--- config.mk ---
export PLATFORM = sky130hd
export DESIGN_NAME = trifid_block_decipher
export DESIGN_NICKNAME = d
export VERILOG_FILES = /design/src/rtl/core/tbd_pkg.sv /design/src/rtl/core/tbd_ram.sv /design/src/rtl/core/tbd_regs.sv /design/src/rtl/core/tbd_ctrl.sv /design/src/rtl/core/tbd_datapath.sv /design/src/rtl/core/trifid_block_decipher.sv
export SDC_FILE = /design/constraint.sdc
export NUM_CORES = 1
export LEC_CHECK = 0
export BUFFER_PORTS_ARGS = -buffer_cell sky130_fd_sc_hd__buf_2
export CORE_MARGIN = 4
export CORE_UTILIZATION = 50
export DETAILED_ROUTE_END_ITERATION = 12
export GPL_TIMING_DRIVEN = 1
export HOLD_SLACK_MARGIN = 0.02
export PLACE_DENSITY_LB_ADDON = 0.25
export SYNTH_ARGS = -nofsm -noshare
export SYNTH_HDL_FRONTEND = slang
export SYNTH_SLANG_ARGS = --single-unit
--- constraint.sdc ---
create_clock -name clk -period 8.2 [get_ports clk]
set_input_delay 1.64 -clock clk [delete_from_list [all_inputs] [get_ports clk]]
set_output_delay 1.64 -clock clk [all_outputs]
set_load 0.01 [all_outputs]
--- src/rtl/core/tbd_pkg.sv ---
`default_nettype none

package tbd_pkg;

    localparam int MAX_PERIOD  = 32;
    localparam int KEY_LEN     = 27;
    localparam int KEY_W       = KEY_LEN * 8;
    localparam int KEY_IDX_W   = 5;
    localparam int PERIOD_W    = $clog2(MAX_PERIOD + 1);
    localparam int STORE_DEPTH = 3 * MAX_PERIOD;
    localparam int STORE_AW    = $clog2(STORE_DEPTH);
    localparam int CFG_AW      = 6;
    localparam int CFG_DW      = 64;
    localparam int PER_REG_W   = 6;
    localparam int TAIL_W      = 24;

    // register indexes (byte address / 8)
    localparam logic [2:0] REG_KEY_LOW  = 3'd0;
    localparam logic [2:0] REG_KEY_MID  = 3'd1;
    localparam logic [2:0] REG_KEY_HIGH = 3'd2;
    localparam logic [2:0] REG_KEY_TAIL = 3'd3;
    localparam logic [2:0] REG_PERIOD   = 3'd4;

    localparam logic [PER_REG_W-1:0] PERIOD_RESET = 6'd5;

    localparam logic [7:0] HASH_CHAR = 8'h23;
    localparam logic [7:0] X_CHAR    = 8'h78;

    // digit row selectors
    localparam logic [1:0] DIG_TOP = 2'd0;
    localparam logic [1:0] DIG_MID = 2'd1;
    localparam logic [1:0] DIG_LOW = 2'd2;

    typedef logic [1:0] digit_t;
    typedef logic [KEY_W-1:0] key_t;
    typedef logic [KEY_IDX_W-1:0] key_idx_t;

    typedef struct packed {
        digit_t d0;
        digit_t d1;
        digit_t d2;
    } digits_t;

    typedef struct packed {
        logic       load_item;
        logic       wr_en;
        logic [1:0] wr_sel;
        logic       fill_inc;
        logic       clear_block;
        logic       rd_en;
        logic [1:0] rd_sel;
        logic       cap_r0;
        logic       cap_r1;
        logic       out_load;
        logic       col_inc;
    } ctrl_cmd_t;

    typedef struct packed {
        logic block_full;
        logic item_end;
        logic last_col;
        logic out_free;
    } dp_status_t;

    function automatic digits_t split_index(input key_idx_t k);
        digits_t  d;
        key_idx_t m;
        if (k >= 5'd18)
        begin
            d.d0 = 2'd2;
            m    = k - 5'd18;
        end
        else if (k >= 5'd9)
        begin
            d.d0 = 2'd1;
            m    = k - 5'd9;
        end
        else
        begin
            d.d0 = 2'd0;
            m    = k;
        end
        if (m >= 5'd6)
        begin
            d.d1 = 2'd2;
            d.d2 = 2'(m - 5'd6);
        end
        else if (m >= 5'd3)
        begin
            d.d1 = 2'd1;
            d.d2 = 2'(m - 5'd3);
        end
        else
        begin
            d.d1 = 2'd0;
            d.d2 = 2'(m);
        end
        return d;
    endfunction

    function automatic key_idx_t join_digits(input digits_t d);
        return 5'(d.d0) * 5'd9 + 5'(d.d1) * 5'd3 + 5'(d.d2);
    endfunction

    function automatic logic [7:0] key_byte(input key_t key, input key_idx_t idx);
        logic [7:0] b;
        if (idx < 5'(KEY_LEN))
            b = key[8 * idx +: 8];
        else
            b = key[7:0];
        return b;
    endfunction

    function automatic logic [PERIOD_W-1:0] eff_period(input logic [PER_REG_W-1:0] p);
        logic [PERIOD_W-1:0] e;
        if (p == '0)
            e = PERIOD_W'(1);
        else if (int'(p) > MAX_PERIOD)
            e = PERIOD_W'(MAX_PERIOD);
        else
            e = PERIOD_W'(p);
        return e;
    endfunction

endpackage

`default_nettype wire

--- src/rtl/core/tbd_ram.sv ---
`default_nettype none

module tbd_ram #(
    parameter int WIDTH = 2,
    parameter int DEPTH = 96
) (
    input  wire logic                     clk,
    input  wire logic                     we,
    input  wire logic [$clog2(DEPTH)-1:0] waddr,
    input  wire logic [WIDTH-1:0]         wdata,
    input  wire logic                     re,
    input  wire logic [$clog2(DEPTH)-1:0] raddr,
    output logic      [WIDTH-1:0]         rdata
);

    logic [WIDTH-1:0] mem [DEPTH];

    always_ff @(posedge clk)
    begin
        if (we)
            mem[waddr] <= wdata;
        if (re)
            rdata <= mem[raddr];
    end

endmodule

`default_nettype wire

--- src/rtl/core/tbd_regs.sv ---
`default_nettype none

module tbd_regs (
    input  wire logic                           clk,
    input  wire logic                           rst_n,
    input  wire logic                           psel,
    input  wire logic                           penable,
    input  wire logic                           pwrite,
    input  wire logic [tbd_pkg::CFG_AW-1:0]     paddr,
    input  wire logic [tbd_pkg::CFG_DW-1:0]     pwdata,
    output logic      [tbd_pkg::CFG_DW-1:0]     prdata,
    output tbd_pkg::key_t                       key,
    output logic      [tbd_pkg::PER_REG_W-1:0]  period_raw,
    output logic                                period_wr
);

    logic [tbd_pkg::CFG_DW-1:0]    key_low_reg;
    logic [tbd_pkg::CFG_DW-1:0]    key_mid_reg;
    logic [tbd_pkg::CFG_DW-1:0]    key_high_reg;
    logic [tbd_pkg::TAIL_W-1:0]    key_tail_reg;
    logic [tbd_pkg::PER_REG_W-1:0] period_reg;
    logic                          wr;
    logic [2:0]                    sel;

    assign wr  = psel && penable && pwrite;
    assign sel = paddr[5:3];

    always_ff @(posedge clk or negedge rst_n)
    begin
        if (!rst_n)
        begin
            key_low_reg  <= '0;
            key_mid_reg  <= '0;
            key_high_reg <= '0;
            key_tail_reg <= '0;
            period_reg   <= tbd_pkg::PERIOD_RESET;
        end
        else if (wr)
        begin
            unique case (sel)
                tbd_pkg::REG_KEY_LOW:  key_low_reg  <= pwdata;
                tbd_pkg::REG_KEY_MID:  key_mid_reg  <= pwdata;
                tbd_pkg::REG_KEY_HIGH: key_high_reg <= pwdata;
                tbd_pkg::REG_KEY_TAIL: key_tail_reg <= pwdata[tbd_pkg::TAIL_W-1:0];
                tbd_pkg::REG_PERIOD:   period_reg   <= pwdata[tbd_pkg::PER_REG_W-1:0];
                default: ;
            endcase
        end
    end

    always_comb
    begin
        unique case (sel)
            tbd_pkg::REG_KEY_LOW:  prdata = key_low_reg;
            tbd_pkg::REG_KEY_MID:  prdata = key_mid_reg;
            tbd_pkg::REG_KEY_HIGH: prdata = key_high_reg;
            tbd_pkg::REG_KEY_TAIL: prdata = tbd_pkg::CFG_DW'(key_tail_reg);
            tbd_pkg::REG_PERIOD:   prdata = tbd_pkg::CFG_DW'(period_reg);
            default:               prdata = '0;
        endcase
    end

    assign key        = {key_tail_reg, key_high_reg, key_mid_reg, key_low_reg};
    assign period_raw = period_reg;
    assign period_wr  = wr && (sel == tbd_pkg::REG_PERIOD);

endmodule

`default_nettype wire

--- src/rtl/core/tbd_ctrl.sv ---
`default_nettype none

module tbd_ctrl (
    input  wire logic                clk,
    input  wire logic                rst_n,
    input  wire logic                in_valid,
    output logic                     in_ready,
    input  wire tbd_pkg::dp_status_t status,
    output tbd_pkg::ctrl_cmd_t       cmd
);

    localparam logic [2:0] S_IDLE = 3'd0;
    localparam logic [2:0] S_WR0  = 3'd1;
    localparam logic [2:0] S_WR1  = 3'd2;
    localparam logic [2:0] S_WR2  = 3'd3;
    localparam logic [2:0] S_RD0  = 3'd4;
    localparam logic [2:0] S_RD1  = 3'd5;
    localparam logic [2:0] S_RD2  = 3'd6;
    localparam logic [2:0] S_RD3  = 3'd7;

    logic [2:0] state_reg;
    logic [2:0] state_next;

    always_comb
    begin
        state_next = state_reg;
        cmd        = '0;
        in_ready   = (state_reg == S_IDLE);
        unique case (state_reg)
            S_IDLE:
            begin
                if (in_valid)
                begin
                    cmd.load_item = 1'b1;
                    state_next    = S_WR0;
                end
            end
            S_WR0:
            begin
                cmd.wr_en  = 1'b1;
                cmd.wr_sel = tbd_pkg::DIG_TOP;
                state_next = S_WR1;
            end
            S_WR1:
            begin
                cmd.wr_en  = 1'b1;
                cmd.wr_sel = tbd_pkg::DIG_MID;
                state_next = S_WR2;
            end
            S_WR2:
            begin
                cmd.wr_en    = 1'b1;
                cmd.wr_sel   = tbd_pkg::DIG_LOW;
                cmd.fill_inc = 1'b1;
                if (status.block_full)
                    state_next = S_RD0;
                else
                begin
                    // drop a partial block at message end
                    cmd.clear_block = status.item_end;
                    state_next      = S_IDLE;
                end
            end
            S_RD0:
            begin
                cmd.rd_en  = 1'b1;
                cmd.rd_sel = tbd_pkg::DIG_TOP;
                state_next = S_RD1;
            end
            S_RD1:
            begin
                cmd.rd_en  = 1'b1;
                cmd.rd_sel = tbd_pkg::DIG_MID;
                cmd.cap_r0 = 1'b1;
                state_next = S_RD2;
            end
            S_RD2:
            begin
                cmd.rd_en  = 1'b1;
                cmd.rd_sel = tbd_pkg::DIG_LOW;
                cmd.cap_r1 = 1'b1;
                state_next = S_RD3;
            end
            S_RD3:
            begin
                // hold here with the low digit on the store output until the beat slot frees
                if (status.out_free)
                begin
                    cmd.out_load = 1'b1;
                    if (status.last_col)
                    begin
                        cmd.clear_block = 1'b1;
                        state_next      = S_IDLE;
                    end
                    else
                    begin
                        cmd.col_inc = 1'b1;
                        state_next  = S_RD0;
                    end
                end
            end
            default: state_next = S_IDLE;
        endcase
    end

    always_ff @(posedge clk or negedge rst_n)
    begin
        if (!rst_n)
            state_reg <= S_IDLE;
        else
            state_reg <= state_next;
    end

endmodule

`default_nettype wire

--- src/rtl/core/tbd_datapath.sv ---
`default_nettype none

module tbd_datapath (
    input  wire logic                          clk,
    input  wire logic                          rst_n,
    input  wire tbd_pkg::ctrl_cmd_t            cmd,
    output tbd_pkg::dp_status_t                status,
    input  wire tbd_pkg::key_t                 key,
    input  wire logic [tbd_pkg::PER_REG_W-1:0] period_raw,
    input  wire logic                          period_wr,
    input  wire logic [7:0]                    in_byte,
    input  wire logic                          in_end,
    input  wire logic                          out_ready,
    output logic                               out_valid,
    output logic      [7:0]                    out_byte,
    output logic                               out_last,
    output logic                               out_bad
);

    localparam int PW = tbd_pkg::PERIOD_W;
    localparam int AW = tbd_pkg::STORE_AW;

    logic [PW-1:0]          period;
    logic                   found;
    tbd_pkg::key_idx_t      k_hit;
    logic                   clear;

    // item payload
    tbd_pkg::digits_t       digits_reg;
    logic                   end_reg;
    // block control state
    logic [PW-1:0]          fill_reg;
    logic [PW-1:0]          fill_next;
    logic                   bad_reg;
    logic                   bad_next;
    logic [AW-1:0]          wr_ptr_reg;
    logic [AW-1:0]          wr_ptr_next;
    logic [PW-1:0]          col_reg;
    logic [PW-1:0]          col_next;
    logic                   out_valid_reg;
    logic                   out_valid_next;
    // read side payload
    tbd_pkg::digit_t        r0_reg;
    tbd_pkg::digit_t        r1_reg;
    logic [7:0]             out_byte_reg;
    logic                   out_last_reg;
    logic                   out_bad_reg;

    tbd_pkg::digit_t        wdata;
    logic [AW-1:0]          raddr;
    tbd_pkg::digit_t        rdata;
    tbd_pkg::digits_t       col_digits;
    logic [7:0]             plain;

    assign period = tbd_pkg::eff_period(period_raw);
    assign clear  = cmd.clear_block || period_wr;

    // first matching key position wins
    always_comb
    begin
        found = 1'b0;
        k_hit = '0;
        for (int i = tbd_pkg::KEY_LEN - 1; i >= 0; i--)
        begin
            if (key[8 * i +: 8] == in_byte)
            begin
                found = 1'b1;
                k_hit = 5'(i);
            end
        end
    end

    always_comb
    begin
        case (cmd.wr_sel)
            tbd_pkg::DIG_TOP: wdata = digits_reg.d0;
            tbd_pkg::DIG_MID: wdata = digits_reg.d1;
            default:          wdata = digits_reg.d2;
        endcase
    end

    always_comb
    begin
        case (cmd.rd_sel)
            tbd_pkg::DIG_TOP: raddr = AW'(col_reg);
            tbd_pkg::DIG_MID: raddr = AW'(col_reg) + AW'(period);
            default:          raddr = AW'(col_reg) + (AW'(period) << 1);
        endcase
    end

    tbd_ram #(
        .WIDTH (2),
        .DEPTH (tbd_pkg::STORE_DEPTH)
    ) u_store (
        .clk   (clk),
        .we    (cmd.wr_en),
        .waddr (wr_ptr_reg),
        .wdata (wdata),
        .re    (cmd.rd_en),
        .raddr (raddr),
        .rdata (rdata)
    );

    assign col_digits = '{d0: r0_reg, d1: r1_reg, d2: rdata};

    always_comb
    begin
        plain = tbd_pkg::key_byte(key, tbd_pkg::join_digits(col_digits));
        if (plain == tbd_pkg::HASH_CHAR)
            plain = tbd_pkg::X_CHAR;
    end

    always_comb
    begin
        fill_next      = fill_reg;
        bad_next       = bad_reg;
        wr_ptr_next    = wr_ptr_reg;
        col_next       = col_reg;
        out_valid_next = out_valid_reg;
        if (cmd.load_item && !found)
            bad_next = 1'b1;
        if (cmd.wr_en)
            wr_ptr_next = wr_ptr_reg + AW'(1);
        if (cmd.fill_inc)
            fill_next = fill_reg + PW'(1);
        if (cmd.col_inc)
            col_next = col_reg + PW'(1);
        if (clear)
        begin
            fill_next   = '0;
            bad_next    = 1'b0;
            wr_ptr_next = '0;
            col_next    = '0;
        end
        if (cmd.out_load)
            out_valid_next = 1'b1;
        else if (out_ready)
            out_valid_next = 1'b0;
    end

    always_ff @(posedge clk or negedge rst_n)
    begin
        if (!rst_n)
        begin
            fill_reg      <= '0;
            bad_reg       <= 1'b0;
            wr_ptr_reg    <= '0;
            col_reg       <= '0;
            out_valid_reg <= 1'b0;
        end
        else
        begin
            fill_reg      <= fill_next;
            bad_reg       <= bad_next;
            wr_ptr_reg    <= wr_ptr_next;
            col_reg       <= col_next;
            out_valid_reg <= out_valid_next;
        end
    end

    always_ff @(posedge clk)
    begin
        if (cmd.load_item)
        begin
            digits_reg <= tbd_pkg::split_index(k_hit);
            end_reg    <= in_end;
        end
        if (cmd.cap_r0)
            r0_reg <= rdata;
        if (cmd.cap_r1)
            r1_reg <= rdata;
        if (cmd.out_load)
        begin
            out_byte_reg <= plain;
            out_last_reg <= status.last_col;
            out_bad_reg  <= bad_reg;
        end
    end

    assign status.block_full = (fill_reg + PW'(1) == period);
    assign status.item_end   = end_reg;
    assign status.last_col   = (col_reg + PW'(1) == period);
    assign status.out_free   = !out_valid_reg || out_ready;

    assign out_valid = out_valid_reg;
    assign out_byte  = out_byte_reg;
    assign out_last  = out_last_reg;
    assign out_bad   = out_bad_reg;

endmodule

`default_nettype wire

--- src/rtl/core/trifid_block_decipher.sv ---
// A symbol is accepted and looked up in S_IDLE; S_WR0, S_WR1, S_WR2 write its digits to the store.
// A completing symbol then emits its block one result at a time: S_RD0..S_RD2 read the store,
// one digit per access, and S_RD3 loads the result once the output beat slot is free.
// rst_n (async, active low) clears control state, key registers to 0 and the period to 5;
// the digit store is not cleared and needs no pass after reset.
`default_nettype none

module trifid_block_decipher (
    input  wire logic                          clk,
    input  wire logic                          rst_n,
    // input stream
    input  wire logic                          s_tvalid,
    output logic                               s_tready,
    input  wire logic [7:0]                    s_tdata,   // [7:0] cipher_byte
    input  wire logic                          s_tlast,   // message_end
    // output stream
    output logic                               m_tvalid,
    input  wire logic                          m_tready,
    output logic      [7:0]                    m_tdata,   // [7:0] plain_byte
    output logic                               m_tlast,   // block_last
    output logic                               m_tuser,   // [0] bad_symbol
    // configuration
    input  wire logic                          psel,
    input  wire logic                          penable,
    input  wire logic                          pwrite,
    input  wire logic [tbd_pkg::CFG_AW-1:0]    paddr,
    input  wire logic [tbd_pkg::CFG_DW-1:0]    pwdata,
    output logic      [tbd_pkg::CFG_DW-1:0]    prdata,
    output logic                               pready
);

    tbd_pkg::key_t                  key;
    logic [tbd_pkg::PER_REG_W-1:0]  period_raw;
    logic                           period_wr;
    tbd_pkg::ctrl_cmd_t             cmd;
    tbd_pkg::dp_status_t            status;

    assign pready = 1'b1;

    tbd_regs u_regs (
        .clk        (clk),
        .rst_n      (rst_n),
        .psel       (psel),
        .penable    (penable),
        .pwrite     (pwrite),
        .paddr      (paddr),
        .pwdata     (pwdata),
        .prdata     (prdata),
        .key        (key),
        .period_raw (period_raw),
        .period_wr  (period_wr)
    );

    tbd_ctrl u_ctrl (
        .clk      (clk),
        .rst_n    (rst_n),
        .in_valid (s_tvalid),
        .in_ready (s_tready),
        .status   (status),
        .cmd      (cmd)
    );

    tbd_datapath u_dp (
        .clk        (clk),
        .rst_n      (rst_n),
        .cmd        (cmd),
        .status     (status),
        .key        (key),
        .period_raw (period_raw),
        .period_wr  (period_wr),
        .in_byte    (s_tdata),
        .in_end     (s_tlast),
        .out_ready  (m_tready),
        .out_valid  (m_tvalid),
        .out_byte   (m_tdata),
        .out_last   (m_tlast),
        .out_bad    (m_tuser)
    );

    // a result never overwrites a beat that has not been taken
    a_no_overwrite: assert property (@(posedge clk) disable iff (!rst_n)
        cmd.out_load |-> (!m_tvalid || m_tready))
        else $error("result loaded over a pending beat");

    // no new symbol while the store is being written or a block is being read out
    a_no_accept_in_burst: assert property (@(posedge clk) disable iff (!rst_n)
        (cmd.rd_en || cmd.wr_en) |-> !s_tready)
        else $error("input ready during store access");

    // an accepted symbol starts its digit writes on the next cycle
    a_write_follows: assert property (@(posedge clk) disable iff (!rst_n)
        (s_tvalid && s_tready) |=> (cmd.wr_en && !s_tready))
        else $error("symbol accepted without store write");

    // the store is never read and written in the same cycle
    a_port_exclusive: assert property (@(posedge clk) disable iff (!rst_n)
        !(cmd.rd_en && cmd.wr_en))
        else $error("store read and write collide");

endmodule

`default_nettype wire
Word-level counts from Yosys, hierarchy flattened
Memory sizes are Yosys's and may differ from the RTL's. A register that Yosys moved wholly into a read port is not among the register bits.
Cells that the tools add are included.
{"block": "totals", "output_inout_bits": 77, "register_bits": 267, "mem_bits_rw": 192, "romBits": 0, "memories": 1, "latch_bits": 0, "in_bits": 86, "wordCells": 207}
{"memory": "u_dp.u_store.mem", "words": 96, "word_bits": 2, "rd": 1, "rd_ports_with_merged_regs": 1, "wr": 1, "line": "tbd_ram.sv:16", "text": "logic [WIDTH-1:0] mem [DEPTH];"}
{"block": "classes", "n_reduce_logical": 24, "multipliers": 2, "addsub": 11, "mux": 97, "n_eq_ne": 45, "n_bitwise": 0, "order_cmp": 6, "n_shift": 1, "div_mod_pow": 0}
{"operator": "case mux 64 bit (5 select lines)", "count": 1}
{"operator": "== test 8 bit", "count": 27}
{"operator": "variable part select 216 x 9 -> 8 bit", "count": 1}
{"operator": "2-to-1 mux 5 bit", "count": 30}
{"operator": "2-to-1 mux 1 bit", "count": 43}
{"operator": "2-to-1 mux 6 bit", "count": 6}
{"operator": "case mux 3 bit (8 select lines)", "count": 1}
{"operator": "case mux 3 bit (3 select lines)", "count": 2}
{"operator": "== test 3 bit (second input constant)", "count": 5}
{"operator": "2-to-1 mux 3 bit", "count": 5}
{"operator": "2-to-1 mux 7 bit", "count": 2}
{"operator": "case mux 7 bit (2 select lines)", "count": 1}
{"operator": "adder 6 x 1 -> 6 bit (second input constant)", "count": 2}
{"operator": "== test 3 x 2 -> 1 bit (second input constant)", "count": 4}
{"operator": "== test 6 bit", "count": 2}
{"operator": "AND reduction 2 bit", "count": 6}
{"operator": "nonzero test 2 bit", "count": 5}
{"operator": "== test 8 x 6 -> 1 bit (second input constant)", "count": 1}
{"operator": "2-to-1 mux 8 bit", "count": 1}
{"operator": "adder 6 x 6 -> 7 bit", "count": 1}
{"operator": "adder 6 x 7 -> 7 bit", "count": 1}
{"operator": "adder 7 x 1 -> 7 bit (second input constant)", "count": 1}
{"operator": "== test 3 x 1 -> 1 bit (second input constant)", "count": 2}
{"operator": "greater-than comparator 6 bit (second input constant)", "count": 1}
{"operator": "other kinds (23)", "count": 35}

Logic depth before layout (Yosys ltp)
{"block": "logic_depth", "depth_word": 35, "depth_mapped": 22, "ltp_nobuf": 18}

Modules after synthesis
A second synthesis with hierarchy kept.
{"block": "unflattened", "cells_unflattened": 2066, "area_unflattened_um2": 26502.9}
{"module": "tbd_regs", "cells_each": 724, "instances": 1, "area_each_um2": 10184.8, "seq_area_each_um2": 5557.8}
{"module": "tbd_ram", "cells_each": 461, "instances": 1, "area_each_um2": 8041.5, "seq_area_each_um2": 5825.6}
{"module": "tbd_datapath", "cells_each": 847, "instances": 1, "area_each_um2": 8010.2, "seq_area_each_um2": 1156.1}
{"module": "tbd_ctrl", "cells_each": 32, "instances": 1, "area_each_um2": 255.2, "seq_area_each_um2": 75.1}
{"module": "trifid_block_decipher", "cells_each": 2, "instances": 1, "area_each_um2": 11.3, "seq_area_each_um2": 0.0}

Worst setup path before layout
Ideal clock, no wire load.
{"block": "synth_path", "path_kind": "input to register", "start": "input s_tdata[6]", "end": "register u_dp.digits_reg[0] (netlist name) (data pin)", "arrival_ns": 6.081, "cell_stages": 19, "path_slack_ns": 1.960, "required_time_ns": 8.041, "path_buffers": 3, "setup_time_ns": 0.159, "cell_sequence": "buf_4 > buf_6 > buf_4 > xnor2_1 > nand4_1 > or2_1 > a311oi_1 > o41ai_1 > o311ai_1 > ha_1 > o21ai_0 > or2_2 > o211ai_4 > nor2_1 > nor3_2 > inv_1 > ha_1 > or4_4 > o2111ai_2"}
{"block": "synth_between", "elab_chain_cells": 35, "word_cells_on_any_way": 67, "cone_classes": "add/sub (4); order compare (4); eq/ne (27); mux (32)"}
{"item": "from (decl)", "line": "trifid_block_decipher.sv:14", "text": "input wire logic [7:0] s_tdata,"}
{"item": "== test 8 bit", "line": "tbd_datapath.sv:65", "text": "if (key[8 * i +: 8] == in_byte)"}
{"item": "2-to-1 mux 5 bit (26 in series)", "line": "tbd_datapath.sv:65"}
{"item": "2-to-1 mux 5 bit (*)", "line": "tbd_datapath.sv:65"}
{"item": "subtractor 5 x 4 -> 5 bit or greater-or-equal comparator 5 x 4 -> 1 bit (tied branches)", "line": "tbd_pkg.sv:76, tbd_pkg.sv:73"}
{"item": "2-to-1 mux 5 bit", "line": "tbd_pkg.sv:73", "text": "else if (k >= 5'd9)"}
{"item": "2-to-1 mux 5 bit (*)", "line": "tbd_pkg.sv:68", "text": "if (k >= 5'd18)"}
{"item": "2-to-1 mux 5 bit (*)", "line": "tbd_datapath.sv:163", "text": "if (cmd.load_item)"}
{"item": "greater-or-equal comparator 5 x 2 -> 1 bit or subtractor 2 bit (tied branches)", "line": "tbd_pkg.sv:88, tbd_pkg.sv:91"}
{"item": "2-to-1 mux 3 bit", "line": "tbd_pkg.sv:88", "text": "else if (m >= 5'd3)"}
{"item": "2-to-1 mux 2 bit (*)", "line": "tbd_pkg.sv:83", "text": "if (m >= 5'd6)"}
{"item": "to (signal assigned)", "line": "tbd_datapath.sv:165", "text": "digits_reg <= tbd_pkg::split_index(k_hit);"}
{"item": "to (decl)", "line": "tbd_datapath.sv:29", "text": "tbd_pkg::digits_t digits_reg;"}
Mark *: on every way between the ends. The rest lies on a longest branch, timed or not. The select of a mux whose other input is x is not followed.
A chain may end at the register's enable or synchronous reset.

Final worst setup path
Same ends and word-level chain as after synthesis.

==> results.json <==
{
  "status": "completed",
  "crit_required_ns": 8.62,
  "final_cell_area_mm2": 0.02952,
  "layout_worst_path_cycle_share": 0.7891,
  "grt_pass1_vias": 18900,
  "seqPwrFrac": 0.337,
  "p_leak_nw": 11.76,
  "vias": 18810,
  "layout-drive-gt1-share": 0.2523,
  "netlist_instances": 2286,
  "synth.distinct_cells": 82,
  "clkPwrFrac": 0.224,
  "syn_area_mm2": 0.02657,
  "worstReg2RegStart": "u_dp.u_store.rdata[1]",
  "synth_flop_cell": "dfrtp_1",
  "ff2ff_setup_slack_ns": 2.56,
  "dr.first_iter.drc_count": 1551,
  "synth-warning-count": 0,
  "worstPathMaxFanout": 27,
  "hold_violations": 0,
  "p_comb_frac": 0.438,
  "critPathCaptureType": "register",
  "hp-class": "register to register",
  "cts_buffers": 49,
  "fin_ws_ns": 1.729,
  "synthesis.nets": 2402,
  "wirelength_um": 75180,
  "place_ws_ns": 1.212,
  "place_hpwl_um": 52050,
  "gp_congestion": 0.9748,
  "period_minus_slack_ns": 6.471,
  "swShare": 0.3882,
  "r2r_cells": 11,
  "max_cap_violations": 0,
  "vias_per_cell": 6.066,
  "die_w_um": 238.5,
  "max_freq_ghz": 0.1545,
  "irDropWorstVdd_mv": 0.2796,
  "top_level_ports": 163,
  "cts-root-buf": "clkbuf_16",
  "cts_resized": 0,
  "clock-sinks": 461,
  "finalSetupTns_ns": 0,
  "crit_path_end": "u_dp.digits_reg[0]",
  "antenna_found_initial": 5,
  "synth.avg_cell_area_um2": 11.62,
  "fin_nets": 2486,
  "setup.worst_path.start_class": "primary input",
  "drt_pass1_iterations": 7,
  "clkTransAtPathRegs_ns": 0.06,
  "slew_violations": 0,
  "critPathArrivalTime_ns": 6.89,
  "clock_skew_ns": 0.03313,
  "rsz0062_at_grt": "no",
  "syn2layout_area_growth_pct": 11.11,
  "die-area_mm2": 0.05688,
  "overflow": 0,
  "grt_usage": 0.2591,
  "ant_nets": 0,
  "cts_setup_buffers": 0,
  "power_density_mw_per_mm2": 345.0,
  "critPathKind": "primary input to register",
  "portBuffers": 158,
  "rr_endpoint": "u_dp.out_byte[0]",
  "num_rows": 84,
  "power.switching_w": 0.003954,
  "n_fill_cell": 4470,
  "max-clock-path-buffers": 3,
  "insertion_delay_ns": 0.60,
  "top_register": "u_dp.u_store.mem",
  "finalPower_w": 0.01018,
  "routedWlPerCell_um": 24.24,
  "hold_buffers": 0,
  "chipHeight_um": 238.5,
  "yosysSeqAreaShare": 0.4748,
  "drc": 0,
  "worst_slew_pin_slew_ns": 1.121,
  "p_int_w": 0.006230,
  "tritoncts": "yes",
  "setup_viol": 0,
  "hold_ws_ns": 0.4617,
  "h-tree-depth": 2,
  "async_reset_ff_frac": 0.5336,
  "floorplan.initialDensity": 0.5055,
  "ys_ff_latch": 461,
  "place_area_mm2": 0.02785,
  "synth_edf_count": 215,
  "core_area_mm2": 0.05255,
  "crit_start": "s_tdata[6]",
  "grt_max_degree": 156,
  "grt_pass1_wl_um": 114300,
  "slew_headroom": 0.2331,
  "largest_reg_flops": 192
}
-- logic make-up after synthesis --
family	synth area share
AO/OA/AOI/OAI	0.08063
AND/OR/NAND/NOR	0.1121
adder cells (fa/ha/maj)	0.01554
flip-flops	0.4748
XOR/XNOR	0.08619
buffers and inverters	0.03358
other	0.0001412
multiplexers	0.1970
-- layout make-up --
cell class	instances	area, um^2	area share
repair buffers	192	1071	0.03629
diodes	3	7.507	0.0002543
inverters	31	116.4	0.003942
clock inverters	24	279.0	0.009453
flip-flops and latches	461	12610	0.4274
clock buffers	67	1384	0.04688
well taps	688	860.8	0.02916
multi-input cells	1635	13180	0.4466
-- critical path, cell delays in order --
cell	delay, ns
buf_2	0.64
xor2_1	0.13
nor4_1	0.82
nand2_1	0.22
nand2_1	0.17
a2111oi_0	0.08
nand2_1	0.39
ha_1	0.33
o21ai_0	0.31
or2_2	0.44
o211ai_4	0.15
nor2_1	0.12
nor3_2	0.41
inv_1	0.10
ha_1	0.27
or4_4	0.55
o2111ai_2	0.10
-- stage by stage --
step	utilization	std cells
floorplan	-	2286
global placement	0.5299	3007
detailed placement	0.5299	3007
CTS	0.5615	3098
global route	0.5616	3099
finish	0.5617	3101
-- power groups by stage --
stage / clock (W) / combinational (W) / sequential [W]
4_1_cts: 0.00232 / 0.00446 / 0.00342
3_3_place_gp: 0 / 0.00435 / 0.00345
5_1_grt: 0.00242 / 0.00480 / 0.00347
3_5_place_dp: 0 / 0.00444 / 0.00347
2_1_floorplan: 0 / 0.00328 / 0.00328
6_report: 0.00229 / 0.00446 / 0.00344
-- worst min-delay path by stage --
stage	end	cells past startpoint	from	slack [ns]
floorplan	u_dp.out_bad	0	u_dp.bad_reg	0.43
global placement	u_dp.out_bad	0	u_dp.bad_reg	0.44
detailed placement	u_dp.out_bad	0	u_dp.bad_reg	0.44
CTS	u_dp.out_bad	0	u_dp.bad_reg	0.46
global route	u_dp.out_bad	0	u_dp.bad_reg	0.48
finish	u_dp.out_bad	0	u_dp.bad_reg	0.46
-- routing by layer --
layer | global-route usage | vias to the layer above | routed length [um]
met5 | 0 | - | 34
met4 | 0.09569 | 6 | 2765
met3 | 0.03530 | 141 | 4152
met2 | 0.4521 | 626 | 38180
met1 | 0.3319 | 9531 | 30050
li1 | - | 8507 | -
-- cell usage after synthesis, types with 8 or more instances --
cell type | number | share of area
dfrtp_1 | 244 | 0.23
edfxtp_1 | 215 | 0.24
xnor2_1 | 119 | 0.039
mux2_2 | 226 | 0.096
nor2_1 | 253 | 0.036
nor3_1 | 10 | 0.0019
nor4_1 | 37 | 0.0087
o22ai_1 | 11 | 0.0026
nand2_1 | 137 | 0.019
a311oi_1 | 9 | 0.0030
o21ai_0 | 24 | 0.0045
buf_1 | 20 | 0.0028
mux4_2 | 74 | 0.063
and2_0 | 25 | 0.0059
or3_1 | 8 | 0.0019
nand4_1 | 30 | 0.0071
clkbuf_1 | 111 | 0.016
inv_1 | 30 | 0.0042
nand3_1 | 22 | 0.0041
buf_6 | 21 | 0.0089
a31oi_1 | 40 | 0.0094
a22oi_1 | 12 | 0.0034
mux2i_1 | 102 | 0.038
nor2b_1 | 49 | 0.012
and2_1 | 20 | 0.0047
nand3b_1 | 9 | 0.0025
xor2_1 | 135 | 0.045
ha_1 | 25 | 0.012
a211oi_1 | 70 | 0.020
a21oi_1 | 91 | 0.017
-- cells in the final DEF, fill, tap and decap left out, drive strengths merged, types with 7 or more instances in the layout --
| master | instances |
|---|---|
| nand3b | 9 |
| and2 | 46 |
| nor2b | 49 |
| nor4 | 37 |
| a31oi | 41 |
| inv | 32 |
| buf | 192 |
| o22ai | 11 |
| clkinv | 16 |
| mux2 | 226 |
| a22oi | 12 |
| a311oi | 10 |
| o211ai | 7 |
| nand3 | 22 |
| ha | 25 |
| nor2 | 253 |
| xnor2 | 119 |
| or2 | 7 |
| nand2 | 137 |
| mux2i | 102 |
| xor2 | 139 |
| nor3 | 11 |
| or3 | 8 |
| dfrtp | 244 |
| a211oi | 70 |
| o21ai | 25 |
| nand4 | 30 |
| clkbuf | 67 |
| a21oi | 91 |
| edfxtp | 215 |
| mux4 | 74 |
(Power assumes the default switching activity.)
